### config.mk
export PLATFORM = sky130hd
export DESIGN_NAME = hop_weighted_packet_forwarder
export DESIGN_NICKNAME = d
export VERILOG_FILES = /design/src/rtl/hwpf_pkg.sv /design/src/rtl/hwpf_ctrl.sv /design/src/rtl/hwpf_dp.sv /design/src/rtl/hop_weighted_packet_forwarder.sv
export SDC_FILE = /design/constraint.sdc
export NUM_CORES = 1
export LEC_CHECK = 0
export ABC_AREA = 1
export BUFFER_PORTS_ARGS = -buffer_cell sky130_fd_sc_hd__buf_2
export CAP_MARGIN = 10
export CORE_MARGIN = 2
export CORE_UTILIZATION = 50
export DETAILED_ROUTE_END_ITERATION = 16
export PLACE_DENSITY_LB_ADDON = 0.08
export SLEW_MARGIN = 10
export SYNTH_ARGS = -nofsm -noshare
export SYNTH_HDL_FRONTEND = slang
export SYNTH_HIERARCHICAL = 1
export SYNTH_SLANG_ARGS = --single-unit
export TNS_END_PERCENT = 10
### constraint.sdc
create_clock -name clock -period 7.75 [get_ports clock]
set_input_delay 1.55 -clock clock [delete_from_list [all_inputs] [get_ports clock]]
set_output_delay 1.55 -clock clock [all_outputs]
set_load 0.01 [all_outputs]
### src/rtl/hwpf_pkg.sv
// Shared types and constants of the hop-weighted packet forwarder.
// Used by hwpf_ctrl, hwpf_dp and hop_weighted_packet_forwarder; no dependencies.

package hwpf_pkg;

   localparam int HOP_W     = 8;
   localparam int NET_W     = 2;
   localparam int FUNC_W    = 3;
   localparam int ACT_W     = 3;
   localparam int CNT_W     = 16;
   localparam int CSR_IDX_W = 3;
   localparam int CSR_DAT_W = 32;
   localparam int NCOUNT_W  = 3;
   localparam int MASK_W    = 4;
   localparam int REQ_DAT_W = 24;
   localparam int RSP_DAT_W = 16;

   localparam logic [FUNC_W-1:0] FUNC_SEND    = 3'd0;
   localparam logic [FUNC_W-1:0] FUNC_REVERSE = 3'd1;
   localparam logic [FUNC_W-1:0] FUNC_BCAST   = 3'd2;
   localparam logic [FUNC_W-1:0] FUNC_RATE    = 3'd3;
   localparam logic [FUNC_W-1:0] FUNC_TICK    = 3'd4;

   localparam logic [ACT_W-1:0] ACT_FORWARD  = 3'd0;
   localparam logic [ACT_W-1:0] ACT_DISCARD  = 3'd1;
   localparam logic [ACT_W-1:0] ACT_RATE_OK  = 3'd2;
   localparam logic [ACT_W-1:0] ACT_RATE_EXC = 3'd3;
   localparam logic [ACT_W-1:0] ACT_SWEEP    = 3'd4;
   localparam logic [ACT_W-1:0] ACT_BAD_NET  = 3'd5;

   localparam logic [CSR_IDX_W-1:0] CSR_NET_COUNT = 3'd0;
   localparam logic [CSR_IDX_W-1:0] CSR_WEIGHTS   = 3'd1;
   localparam logic [CSR_IDX_W-1:0] CSR_TRUSTED   = 3'd2;
   localparam logic [CSR_IDX_W-1:0] CSR_ENABLED   = 3'd3;
   localparam logic [CSR_IDX_W-1:0] CSR_LIMIT     = 3'd4;

   typedef enum logic [1:0] {
      KIND_NONE,
      KIND_SINGLE,
      KIND_BCAST
   } kind_type;

   typedef struct packed {
      logic capture;
      logic load_single;
      logic load_copy;
      logic load_final;
      logic idx_inc;
   } cmd_type;

   typedef struct packed {
      kind_type kind;
      logic     out_free;
      logic     eligible;
      logic     idx_done;
   } stat_type;

endpackage

### src/rtl/hwpf_ctrl.sv
// Sequencer of the hop-weighted packet forwarder.
// Issues commands to hwpf_dp from its status; uses hwpf_pkg.

module hwpf_ctrl (
   input  logic               clock,
   input  logic               reset,
   input  logic               req_tvalid,
   output logic               req_tready,
   input  hwpf_pkg::stat_type stat,
   output hwpf_pkg::cmd_type  cmd
);
   import hwpf_pkg::*;

   localparam logic [1:0] S_IDLE   = 2'd0;
   localparam logic [1:0] S_DECODE = 2'd1;
   localparam logic [1:0] S_BCAST  = 2'd2;

   logic [1:0] state_ff;
   logic [1:0] state_in;

   always_comb begin
      state_in = state_ff;
      cmd      = '0;
      unique case (state_ff)
         S_IDLE: begin
            cmd.capture = req_tvalid;
            if (req_tvalid) begin
               state_in = S_DECODE;
            end
         end
         S_DECODE: begin
            unique case (stat.kind)
               KIND_SINGLE: begin
                  if (stat.out_free) begin
                     cmd.load_single = 1'b1;
                     state_in        = S_IDLE;
                  end
               end
               KIND_BCAST: begin
                  state_in = S_BCAST;
               end
               default: begin
                  state_in = S_IDLE;
               end
            endcase
         end
         S_BCAST: begin
            priority if (stat.idx_done) begin
               if (stat.out_free) begin
                  cmd.load_final = 1'b1;
                  state_in       = S_IDLE;
               end
            end else if (stat.eligible) begin
               if (stat.out_free) begin
                  cmd.load_copy = 1'b1;
                  cmd.idx_inc   = 1'b1;
               end
            end else begin
               cmd.idx_inc = 1'b1;
            end
         end
         default: begin
            state_in = S_IDLE;
         end
      endcase
   end

   assign req_tready = (state_ff == S_IDLE) && !reset;

   always_ff @(posedge clock) begin
      if (reset) begin
         state_ff <= S_IDLE;
      end else begin
         state_ff <= state_in;
      end
   end

endmodule

### src/rtl/hwpf_dp.sv
// Datapath of the hop-weighted packet forwarder: request register, settings,
// broadcast counters, result selection and the output register. Uses hwpf_pkg.

module hwpf_dp #(
   parameter int NUM_NETS = 4
) (
   input  logic                                clock,
   input  logic                                reset,
   input  logic                                csr_we,
   input  logic [hwpf_pkg::CSR_IDX_W-1:0]      csr_addr,
   input  logic [hwpf_pkg::CSR_DAT_W-1:0]      csr_wdata,
   input  logic [hwpf_pkg::FUNC_W-1:0]         req_tuser,
   input  logic [hwpf_pkg::REQ_DAT_W-1:0]      req_tdata,
   input  logic                                rsp_tready,
   output logic                                rsp_tvalid,
   output logic [hwpf_pkg::ACT_W-1:0]          rsp_tuser,
   output logic [hwpf_pkg::RSP_DAT_W-1:0]      rsp_tdata,
   output logic                                rsp_tlast,
   input  hwpf_pkg::cmd_type                   cmd,
   output hwpf_pkg::stat_type                  stat
);
   import hwpf_pkg::*;

   localparam int NET_CAP = (NUM_NETS < 4) ? NUM_NETS : 4;
   localparam logic [NCOUNT_W-1:0] NET_CAP_V = NCOUNT_W'(NET_CAP);
   localparam int CIW = (NUM_NETS > 1) ? $clog2(NUM_NETS) : 1;

   // Settings.
   logic [NCOUNT_W-1:0]  count_ff;
   logic [CSR_DAT_W-1:0] weights_ff;
   logic [MASK_W-1:0]    trusted_ff;
   logic [MASK_W-1:0]    enabled_ff;
   logic [CNT_W-1:0]     limit_ff;

   // Request being worked on.
   logic [FUNC_W-1:0] func_ff;
   logic [NET_W-1:0]  net_ff;
   logic [HOP_W-1:0]  hop_ff;
   logic [HOP_W-1:0]  lim_ff;
   logic              secure_ff;
   logic              unsafe_ff;

   logic [CNT_W-1:0] cnt_ff [NUM_NETS];
   logic [CNT_W-1:0] cnt_in [NUM_NETS];

   logic [NCOUNT_W-1:0] bidx_ff;
   logic [NCOUNT_W-1:0] bidx_in;

   logic             valid_ff, valid_in;
   logic [ACT_W-1:0] act_ff, act_in;
   logic [NET_W-1:0] onet_ff, onet_in;
   logic [HOP_W-1:0] ohop_ff, ohop_in;
   logic             ounsafe_ff, ounsafe_in;
   logic             last_ff, last_in;

   logic [NCOUNT_W-1:0] nets;
   logic                bad;
   kind_type            kind;
   logic [CIW-1:0]      cidx;
   logic [CNT_W-1:0]    cnt_rd;
   logic [CNT_W-1:0]    cnt_inc;
   logic [HOP_W-1:0]    w_net;
   logic                tr_net;
   logic [ACT_W-1:0]    s_act;
   logic [NET_W-1:0]    s_net;
   logic [HOP_W-1:0]    s_hop;
   logic                s_unsafe;
   logic [NET_W-1:0]    bi;
   logic [HOP_W-1:0]    w_bi;
   logic                tr_bi;
   logic [HOP_W-1:0]    budget;
   logic                any_load;
   logic                counts_zero;

   always_ff @(posedge clock) begin
      if (reset) begin
         count_ff   <= 3'd4;
         weights_ff <= '0;
         trusted_ff <= 4'hF;
         enabled_ff <= 4'hF;
         limit_ff   <= 16'd8;
      end else if (csr_we) begin
         unique case (csr_addr)
            CSR_NET_COUNT: count_ff   <= csr_wdata[NCOUNT_W-1:0];
            CSR_WEIGHTS:   weights_ff <= csr_wdata;
            CSR_TRUSTED:   trusted_ff <= csr_wdata[MASK_W-1:0];
            CSR_ENABLED:   enabled_ff <= csr_wdata[MASK_W-1:0];
            CSR_LIMIT:     limit_ff   <= csr_wdata[CNT_W-1:0];
            default: begin
            end
         endcase
      end
   end

   always_ff @(posedge clock) begin
      if (cmd.capture) begin
         func_ff   <= req_tuser;
         net_ff    <= req_tdata[1:0];
         hop_ff    <= req_tdata[9:2];
         lim_ff    <= req_tdata[17:10];
         secure_ff <= req_tdata[18];
         unsafe_ff <= req_tdata[19];
      end
   end

   assign nets = (count_ff > NET_CAP_V) ? NET_CAP_V : count_ff;
   assign bad  = ({1'b0, net_ff} >= nets);

   always_comb begin
      priority if (func_ff > FUNC_TICK) begin
         kind = KIND_NONE;
      end else if (func_ff == FUNC_BCAST && !bad) begin
         kind = KIND_BCAST;
      end else begin
         kind = KIND_SINGLE;
      end
   end

   assign stat.kind = kind;

   assign cidx    = CIW'(net_ff);
   assign cnt_rd  = cnt_ff[cidx];
   assign cnt_inc = (cnt_rd == {CNT_W{1'b1}}) ? cnt_rd : cnt_rd + 16'd1;

   assign w_net  = weights_ff[{net_ff, 3'b000} +: HOP_W];
   assign tr_net = trusted_ff[net_ff];

   always_comb begin
      s_act    = ACT_FORWARD;
      s_net    = net_ff;
      s_hop    = '0;
      s_unsafe = 1'b0;
      priority if (func_ff == FUNC_TICK) begin
         s_act = ACT_SWEEP;
         s_net = '0;
      end else if (bad) begin
         s_act = ACT_BAD_NET;
      end else if (func_ff == FUNC_RATE) begin
         s_act = (cnt_inc >= limit_ff) ? ACT_RATE_EXC : ACT_RATE_OK;
      end else begin
         s_act    = (!tr_net && secure_ff) ? ACT_DISCARD : ACT_FORWARD;
         s_hop    = (func_ff == FUNC_SEND) ? hop_ff + w_net : hop_ff - w_net;
         s_unsafe = unsafe_ff | !tr_net;
      end
   end

   always_comb begin
      for (int i = 0; i < NUM_NETS; i++) begin
         cnt_in[i] = cnt_ff[i];
      end
      if (cmd.load_single && func_ff == FUNC_TICK) begin
         for (int i = 0; i < NUM_NETS; i++) begin
            cnt_in[i] = '0;
         end
      end else if (cmd.load_single && func_ff == FUNC_RATE && !bad) begin
         cnt_in[cidx] = cnt_inc;
      end
   end

   always_ff @(posedge clock) begin
      if (reset) begin
         for (int i = 0; i < NUM_NETS; i++) begin
            cnt_ff[i] <= '0;
         end
      end else begin
         for (int i = 0; i < NUM_NETS; i++) begin
            cnt_ff[i] <= cnt_in[i];
         end
      end
   end

   assign bi     = bidx_ff[NET_W-1:0];
   assign w_bi   = weights_ff[{bi, 3'b000} +: HOP_W];
   assign tr_bi  = trusted_ff[bi];
   assign budget = (hop_ff <= lim_ff) ? lim_ff - hop_ff : '0;

   assign stat.eligible = enabled_ff[bi] && (!secure_ff || tr_bi) &&
                          (w_bi <= budget) && (bi != net_ff);
   assign stat.idx_done = (bidx_ff >= nets);
   assign stat.out_free = !valid_ff || rsp_tready;

   always_comb begin
      bidx_in = bidx_ff;
      if (cmd.capture) begin
         bidx_in = '0;
      end else if (cmd.idx_inc) begin
         bidx_in = bidx_ff + 3'd1;
      end
   end

   always_ff @(posedge clock) begin
      if (reset) begin
         bidx_ff <= '0;
      end else begin
         bidx_ff <= bidx_in;
      end
   end

   assign any_load = cmd.load_single || cmd.load_copy || cmd.load_final;

   always_comb begin
      act_in     = act_ff;
      onet_in    = onet_ff;
      ohop_in    = ohop_ff;
      ounsafe_in = ounsafe_ff;
      last_in    = last_ff;
      priority if (cmd.load_single) begin
         act_in     = s_act;
         onet_in    = s_net;
         ohop_in    = s_hop;
         ounsafe_in = s_unsafe;
         last_in    = 1'b1;
      end else if (cmd.load_copy) begin
         act_in     = ACT_FORWARD;
         onet_in    = bi;
         ohop_in    = hop_ff + w_bi;
         ounsafe_in = unsafe_ff | !tr_bi;
         last_in    = 1'b0;
      end else if (cmd.load_final) begin
         act_in     = ACT_DISCARD;
         onet_in    = net_ff;
         ohop_in    = hop_ff;
         ounsafe_in = unsafe_ff;
         last_in    = 1'b1;
      end else begin
      end
      valid_in = any_load || (valid_ff && !rsp_tready);
   end

   always_ff @(posedge clock) begin
      if (reset) begin
         valid_ff <= 1'b0;
      end else begin
         valid_ff <= valid_in;
      end
      act_ff     <= act_in;
      onet_ff    <= onet_in;
      ohop_ff    <= ohop_in;
      ounsafe_ff <= ounsafe_in;
      last_ff    <= last_in;
   end

   assign rsp_tvalid = valid_ff;
   assign rsp_tuser  = act_ff;
   assign rsp_tdata  = {5'b00000, ounsafe_ff, ohop_ff, onet_ff};
   assign rsp_tlast  = last_ff;

   always_comb begin
      counts_zero = 1'b1;
      for (int i = 0; i < NUM_NETS; i++) begin
         if (cnt_ff[i] != '0) begin
            counts_zero = 1'b0;
         end
      end
   end

   a_one_load: assert property (@(posedge clock) disable iff (reset)
      $onehot0({cmd.load_single, cmd.load_copy, cmd.load_final}))
      else $error("More than one result loaded in a cycle.");

   a_load_free: assert property (@(posedge clock) disable iff (reset)
      any_load |-> stat.out_free)
      else $error("Result loaded over an unaccepted result.");

   a_tick_clears: assert property (@(posedge clock) disable iff (reset)
      (cmd.load_single && func_ff == FUNC_TICK) |=> counts_zero)
      else $error("Sweep tick left a broadcast count set.");

   a_idx_range: assert property (@(posedge clock) disable iff (reset)
      bidx_ff <= 3'd4)
      else $error("Broadcast index ran past the last network.");

endmodule

### src/rtl/hop_weighted_packet_forwarder.sv
// Hop-weighted packet forwarder, top level.
// Requests enter on req_* (func in req_tuser), results leave on rsp_* (action in
// rsp_tuser), settings are written on csr_*. An accepted request is decoded in
// the next cycle. Send, reverse, rate check, sweep tick and a bad network give
// one result, loaded into the output register from the decode state when free.
// A broadcast walks the live networks one per cycle, loading a copy for each
// eligible one and pausing while the output register is not free, then loads a
// closing discard with rsp_tlast high. Func codes 5 to 7 give no result.
// The sequencer handles one request at a time and takes no new one until
// it is through with the last one, including the whole broadcast walk.
// The output register frees the request side: a new request is taken while a
// finished result still waits. When the receiver stalls, the walk pauses on the
// next result until rsp_tready frees the output register.
// Synchronous reset restores the settings to 4 networks, zero weights, all
// networks trusted and enabled and a broadcast limit of 8, clears the
// broadcast counters and drops any pending result.

module hop_weighted_packet_forwarder #(
   parameter int NUM_NETS = 4
) (
   input  logic                               clock,
   input  logic                               reset,
   input  logic                               csr_we,
   input  logic [hwpf_pkg::CSR_IDX_W-1:0]     csr_addr,
   input  logic [hwpf_pkg::CSR_DAT_W-1:0]     csr_wdata,
   input  logic                               req_tvalid,
   output logic                               req_tready,
   // func
   input  logic [hwpf_pkg::FUNC_W-1:0]        req_tuser,
   // network, hop_count, hop_limit, secure_flag, unsafe_in, zero fill
   input  logic [hwpf_pkg::REQ_DAT_W-1:0]     req_tdata,
   output logic                               rsp_tvalid,
   input  logic                               rsp_tready,
   // action
   output logic [hwpf_pkg::ACT_W-1:0]         rsp_tuser,
   // out_network, out_hop_count, out_unsafe, zero fill
   output logic [hwpf_pkg::RSP_DAT_W-1:0]     rsp_tdata,
   output logic                               rsp_tlast
);
   import hwpf_pkg::*;

   cmd_type  cmd;
   stat_type stat;

   hwpf_ctrl u_ctrl (
      .clock      (clock),
      .reset      (reset),
      .req_tvalid (req_tvalid),
      .req_tready (req_tready),
      .stat       (stat),
      .cmd        (cmd)
   );

   hwpf_dp #(
      .NUM_NETS (NUM_NETS)
   ) u_dp (
      .clock      (clock),
      .reset      (reset),
      .csr_we     (csr_we),
      .csr_addr   (csr_addr),
      .csr_wdata  (csr_wdata),
      .req_tuser  (req_tuser),
      .req_tdata  (req_tdata),
      .rsp_tready (rsp_tready),
      .rsp_tvalid (rsp_tvalid),
      .rsp_tuser  (rsp_tuser),
      .rsp_tdata  (rsp_tdata),
      .rsp_tlast  (rsp_tlast),
      .cmd        (cmd),
      .stat       (stat)
   );

endmodule

# After elaboration in Yosys (flattened, before gate mapping)
# Memory sizes are Yosys's and may differ from the RTL's. A register that Yosys moved wholly into a read port is not among the register bits.
# Index checks and enable logic that the tools add are counted.
[totals] elab_cells=162 ff_bits=103 inputBits=67 mem_count=1 ram_bits=64
[mem_list] name="u_dp.cnt_ff" words=4 word_bits=16 read_ports=5 rd_clocked_by_memory_dff=1 wr=4 line_no="hwpf_dp.sv:43" text="logic [CNT_W-1:0] cnt_ff [NUM_NETS];"
[op_classes] n_reduce_logical=35 n_mux=66 order_cmp=11 add_sub_neg=6 n_shift=2 n_bitwise=7 n_eq_ne=15
[op_table] op="$mux 64" count=2
[op_table] op="$mux 16" count=6
[op_table] op="$bwmux 64" count=1
[op_table] op="$mux 8" count=8
[op_table] op="$shiftx 32x6->8" count=2
[op_table] op="$demux 16 s2" count=1
[op_table] op="$mux 1" count=25
[op_table] op="$mux 3" count=8
[op_table] op="$mux 2" count=10
[op_table] op="$add 16x1->16 const B" count=1
[op_table] op="$add 8x8->8" count=2
[op_table] op="$eq 16x16->1 const B" count=1
[op_table] op="$ge 16x16->1" count=1
[op_table] op="$le 8x8->1" count=2
[op_table] op="$sub 8x8->8" count=2
[op_table] op="$eq 3x2->1 const B" count=4
[op_table] op="$reduce_and 2->1" count=6
[op_table] op="$logic_and 1x1->1" count=11
[op_table] op="$logic_not 1->1" count=7
[op_table] op="$bmux 1 s2" count=3
[op_table] op="$eq 3x3->1 const B" count=2
[op_table] op="$gt 3x3->1 const B" count=2
[op_table] op="$logic_not 3->1" count=2
[op_table] op="$lt 2x3->1 const B" count=2
[op_table] op="other kinds (19)" count=31

# Logic depth before layout (Yosys ltp)
[logic_depth] depth_word=15 depth_mapped=25 mapped_depth_nobuf=23

# Cells and area by module
# Netlist, hierarchy kept.
[by_module_without_submodules] module="hwpf_dp" cells_each=1366 n_inst=1 seq_area_each_um2=3713.6 area_per_inst_um2=9843.2
[by_module_without_submodules] module="hwpf_ctrl" cells_each=35 n_inst=1 seq_area_each_um2=40.0 area_per_inst_um2=211.5

# Worst setup path before layout
# OpenSTA, ideal clock, no wires.
[synth_path] path_type="reg2reg" from="reg u_dp.hop_ff[0]" to="reg u_dp.valid_ff, in the netlist u_dp/rsp_tvalid" stages_incl_launch_ff=22 arrival_ps=3275 t_required_ps=7633 setup_ps=117 path_slack_ps=4358 path_cell_list="edfxtp_1 ha_1 inv_1 fa_1 nand2_1 nand2_1 nand2_1 nand2_1 a21oi_1 or2_2 nand3_1 ha_1 nand2_1 nor2_1 nand2_1 o211ai_1 a21oi_1 nor3b_2 nor2_1 nand2_1 o21ai_0 inv_1"
[synth_lines] item="start, declared" line_no="hwpf_dp.sv:38" text="logic [HOP_W-1:0] hop_ff;"
[synth_lines] item="start signal, assigned" line_no="hwpf_dp.sv:99" text="hop_ff <= req_tdata[9:2];"
[synth_lines] item="end signal, assigned" line_no="hwpf_dp.sv:234" text="valid_ff <= valid_in;"
[synth_lines] item="end, declared" line_no="hwpf_dp.sv:49" text="logic valid_ff, valid_in;"

==> impl_metrics.prom <==
# TYPE chip_impl_metric gauge
chip_impl_info{name="dominantRegCellSynth",value="dfxtp_1"} 1
chip_impl_metric{name="instances_no_fill",unit=""} 1726
chip_impl_metric{name="floorplan.initialDensity",unit="%"} 51.3
chip_impl_metric{name="cp_data_arrival_time",unit="ps"} 5600
chip_impl_info{name="cts.root.buffer_cell",value="clkbuf_16"} 1
chip_impl_metric{name="post_synth_inst_count",unit=""} 1401
chip_impl_metric{name="power_leakage",unit="µW"} 0.00532
chip_impl_metric{name="numClockSinks",unit=""} 169
chip_impl_info{name="min-delay-path-class",value="flip-flop to flip-flop"} 1
chip_impl_info{name="netlist_top_cells_area",value="dfxtp_1 26%, nand2_1 12%, edfxtp_1 11%"} 1
chip_impl_metric{name="final_setup_violation_count",unit=""} 0
chip_impl_metric{name="final.setup.tns",unit="ps"} 0
chip_impl_metric{name="clock_tree.htree_level_count",unit=""} 4
chip_impl_info{name="endpoint_kind",value="flip-flop"} 1
chip_impl_metric{name="final_critical_path_setup_slack",unit="ps"} 2380
chip_impl_metric{name="place.port_buffers",unit=""} 79
chip_impl_metric{name="synth_seq_area_share",unit="%"} 37.3
chip_impl_metric{name="dieHeight",unit="µm"} 146
chip_impl_metric{name="fp.dieW",unit="µm"} 146
chip_impl_metric{name="clock_tree.buffer_depth",unit=""} 2
chip_impl_metric{name="p_per_area",unit="mW/mm²"} 191
chip_impl_metric{name="placement_rows",unit=""} 51
chip_impl_metric{name="actual_slew_at_the_worst_max_slew_pin",unit="ps"} 1050
chip_impl_metric{name="max_cap_violations",unit=""} 0
chip_impl_metric{name="final_layout_size_suffix_gt1_share",unit="%"} 12.0
chip_impl_metric{name="hold_violations",unit=""} 0
chip_impl_metric{name="clock_insertion_delay_worst_skew",unit="ps"} 430
chip_impl_metric{name="grt.overflow.total",unit=""} 0
chip_impl_metric{name="design.final.nets",unit=""} 1574
chip_impl_metric{name="coreArea",unit="mm²"} 0.0196
chip_impl_metric{name="maxSlewHeadroom",unit="%"} 30.3
chip_impl_metric{name="period_needed",unit="ps"} 5370
chip_impl_metric{name="drt_first_pass_iters",unit=""} 5
chip_impl_metric{name="timing.critical_path.required",unit="ps"} 7980
chip_impl_metric{name="worst_setup_hold_path_clk_slew",unit="ps"} 70
chip_impl_metric{name="synth.top_cell.area_share",unit="%"} 26.3
chip_impl_metric{name="number_of_cts_inserted_buffers",unit=""} 17
chip_impl_metric{name="timing.clock.skew",unit="ps"} 7.64
chip_impl_metric{name="die-area",unit="mm²"} 0.0213
chip_impl_metric{name="ctsResizeCount",unit=""} 0
chip_impl_metric{name="viasPerCell",unit=""} 5.24
chip_impl_info{name="outcome",value="complete, no violations"} 1
chip_impl_metric{name="antenna-diode-count",unit=""} 0
chip_impl_metric{name="ys_seq_elements",unit=""} 169
chip_impl_metric{name="grt_util_all_layers",unit="%"} 24.2
chip_impl_metric{name="final_max_tran_viols",unit=""} 0
chip_impl_metric{name="mappedNetlistArea",unit="mm²"} 0.0101
chip_impl_metric{name="timing.critical_path.fanout_max",unit=""} 18
chip_impl_metric{name="syn_area_per_cell",unit="µm²"} 7.18
chip_impl_info{name="clock_tree_from_tritoncts",value="yes"} 1
chip_impl_metric{name="count_of_unique_library_cells_instantiated_by_yosys",unit=""} 45
chip_impl_metric{name="placed_cells",unit=""} 1694
chip_impl_metric{name="achievable-frequency",unit="MHz"} 186
chip_impl_metric{name="vias",unit=""} 9051
chip_impl_metric{name="placement.setup.worst_slack",unit="ps"} 2470
chip_impl_metric{name="post-cts-setup-buffer-count",unit=""} 0
chip_impl_metric{name="whs",unit="ps"} 467
chip_impl_metric{name="postRouteAntennaNets",unit=""} 0
chip_impl_metric{name="areaGrowthSynthToFinish",unit="%"} 9.91
chip_impl_metric{name="dr_iter_0_viols",unit=""} 575
chip_impl_metric{name="yosys_warnings",unit=""} 6
chip_impl_metric{name="grt_antenna_before_repair",unit=""} 0
chip_impl_metric{name="ys_async_sr_fraction",unit="%"} 0
chip_impl_metric{name="final.period_utilization",unit="%"} 69.3
chip_impl_metric{name="cts-hold-fix-buffers",unit=""} 0
chip_impl_info{name="synth_top_cell_by_area",value="dfxtp_1"} 1
chip_impl_metric{name="boundaryPins",unit=""} 89
chip_impl_metric{name="detailedPlacementHpwl",unit="µm"} 18400
chip_impl_metric{name="filler_cell_count",unit=""} 1938
chip_impl_metric{name="post_drt_wl_per_cell",unit="µm"} 15.0
chip_impl_info{name="synth_most_common_cell",value="nand2_1"} 1
chip_impl_info{name="crit_path_start_kind",value="flip-flop"} 1
chip_impl_metric{name="drc",unit=""} 0
chip_impl_metric{name="finalWeightedCongestion",unit=""} 0.906
chip_impl_metric{name="synth_enable_flop_cells",unit=""} 37
chip_impl_metric{name="first_pass_grt_wire_length",unit="µm"} 41500
chip_impl_metric{name="vdd_drop_max",unit="V"} 0.000170
chip_impl_info{name="crit_type",value="flip-flop to flip-flop"} 1
chip_impl_metric{name="first_global_vias",unit=""} 8306
chip_impl_metric{name="maximum_number_of_pins_on_one_net_before_global_route_repair",unit=""} 65
chip_impl_info{name="rsz_0062_raised_after_global_routing",value="false"} 1
chip_impl_info{name="yosys-top-cells-count",value="312 x nand2_1, 183 x inv_1, 132 x dfxtp_1, 132 x nor2_1, 119 x o21ai_0"} 1
chip_impl_metric{name="wirelength",unit="µm"} 25900
layout make-up:
class / count / area (µm²) / share of cell area [%]
multi-input cells: 982 / 5250 / 47.5
clock inverters: 13 / 95.1 / 0.861
flip-flops and latches: 169 / 3750 / 34.0
repair buffers: 88 / 463 / 4.19
well taps: 265 / 332 / 3.00
clock buffers: 19 / 443 / 4.01
inverters: 190 / 716 / 6.48
layout by cell type, fill, tap and decap left out, types with 6 or more instances in the layout:
cell	netlist	layout
nand2_1	312	312
inv_1	183	183
dfxtp_1	132	132
nor2_1	132	127
o21ai_0	119	119
nand3_1	109	109
a21oi_1	84	84
buf_2	9	79
ha_1	56	56
o21a_1	45	45
edfxtp_1	37	37
clkbuf_16	0	17
nor2_2	9	14
nand2_2	11	11
nand4_1	11	11
or2_2	9	9
buf_4	12	9
o211ai_1	8	8
o22ai_1	7	7
inv_2	6	6
metrics by stage:
| step | area (µm²) | total power, µW | util (%) |
|---|---|---|---|
| floorplan | 10100 | 1240 | - |
| global placement | 10500 | 1340 | 53.7 |
| detailed placement | 10500 | 1340 | 53.7 |
| CTS | 11100 | 2130 | 56.4 |
| global route | 11100 | 2220 | 56.4 |
| finish | 11100 | 2110 | 56.4 |
state kept, by name, summed over array words and instances (netlist names), 2 cells and up, named ones only:
register	count
u_ctrl/state_ff	2
u_dp/bidx_ff	3
u_dp/cidx	2
u_dp/cnt_ff	64
u_dp/count_ff	3
u_dp/enabled_ff	4
u_dp/func_ff	3
u_dp/hop_ff	8
u_dp/lim_ff	8
u_dp/limit_ff	16
u_dp/ohop_ff	8
u_dp/onet_ff	2
u_dp/rsp_tuser	3
u_dp/trusted_ff	4
u_dp/weights_ff	32
routing by layer:
metal,routed length (µm),track usage [%],up-vias
li1,-,-,4664
met1,11400,30.0,4167
met2,13100,43.4,177
met3,889,3.45,43
met4,520,7.94,0
met5,0,0,-
report_power, final:
part / switching, µW / internal (µW) / leakage (µW)
Combinational: 242 / 127 / 0.00365
Sequential: 23.9 / 931 / 0.00142
Clock: 371 / 420 / 0.000253
Total: 637 / 1480 / 0.00532
worst max-delay path, stage by stage (launching register included):
cell and delay, ps:
edfxtp_1 840, inv_1 540, ha_1 430, o21ai_0 80, a21oi_1 310, nor4_1 130, a21oi_1 190, ha_1 170
inv_1 40, nor3_1 640, inv_1 290, nor4_1 830, inv_1 320, o221ai_1 350
final timing paths:
path                      start                  to  slack (ps)  depth (start not counted)
min reg2reg  u_dp/enabled_ff[2]  u_dp/enabled_ff[2]         470                          2
max                u_dp/cidx[0]     u_dp/ounsafe_ff        2380                         13
max reg2reg        u_dp/cidx[0]     u_dp/ounsafe_ff        2380                         13
min          u_dp/enabled_ff[2]  u_dp/enabled_ff[2]         470                          2
kinds of logic after synthesis:
group,count (synthesis),share of synthesized area [%]
AO/OA/AOI/OAI,290,16.6
XOR/XNOR,14,1.52
adder cells (fa/ha/maj),59,7.57
buffers and inverters,254,10.7
flip-flops,169,37.3
other,1,0.0373
AND/OR/NAND/NOR,614,26.2
Note: power is estimated with default switching activity, not from simulation.
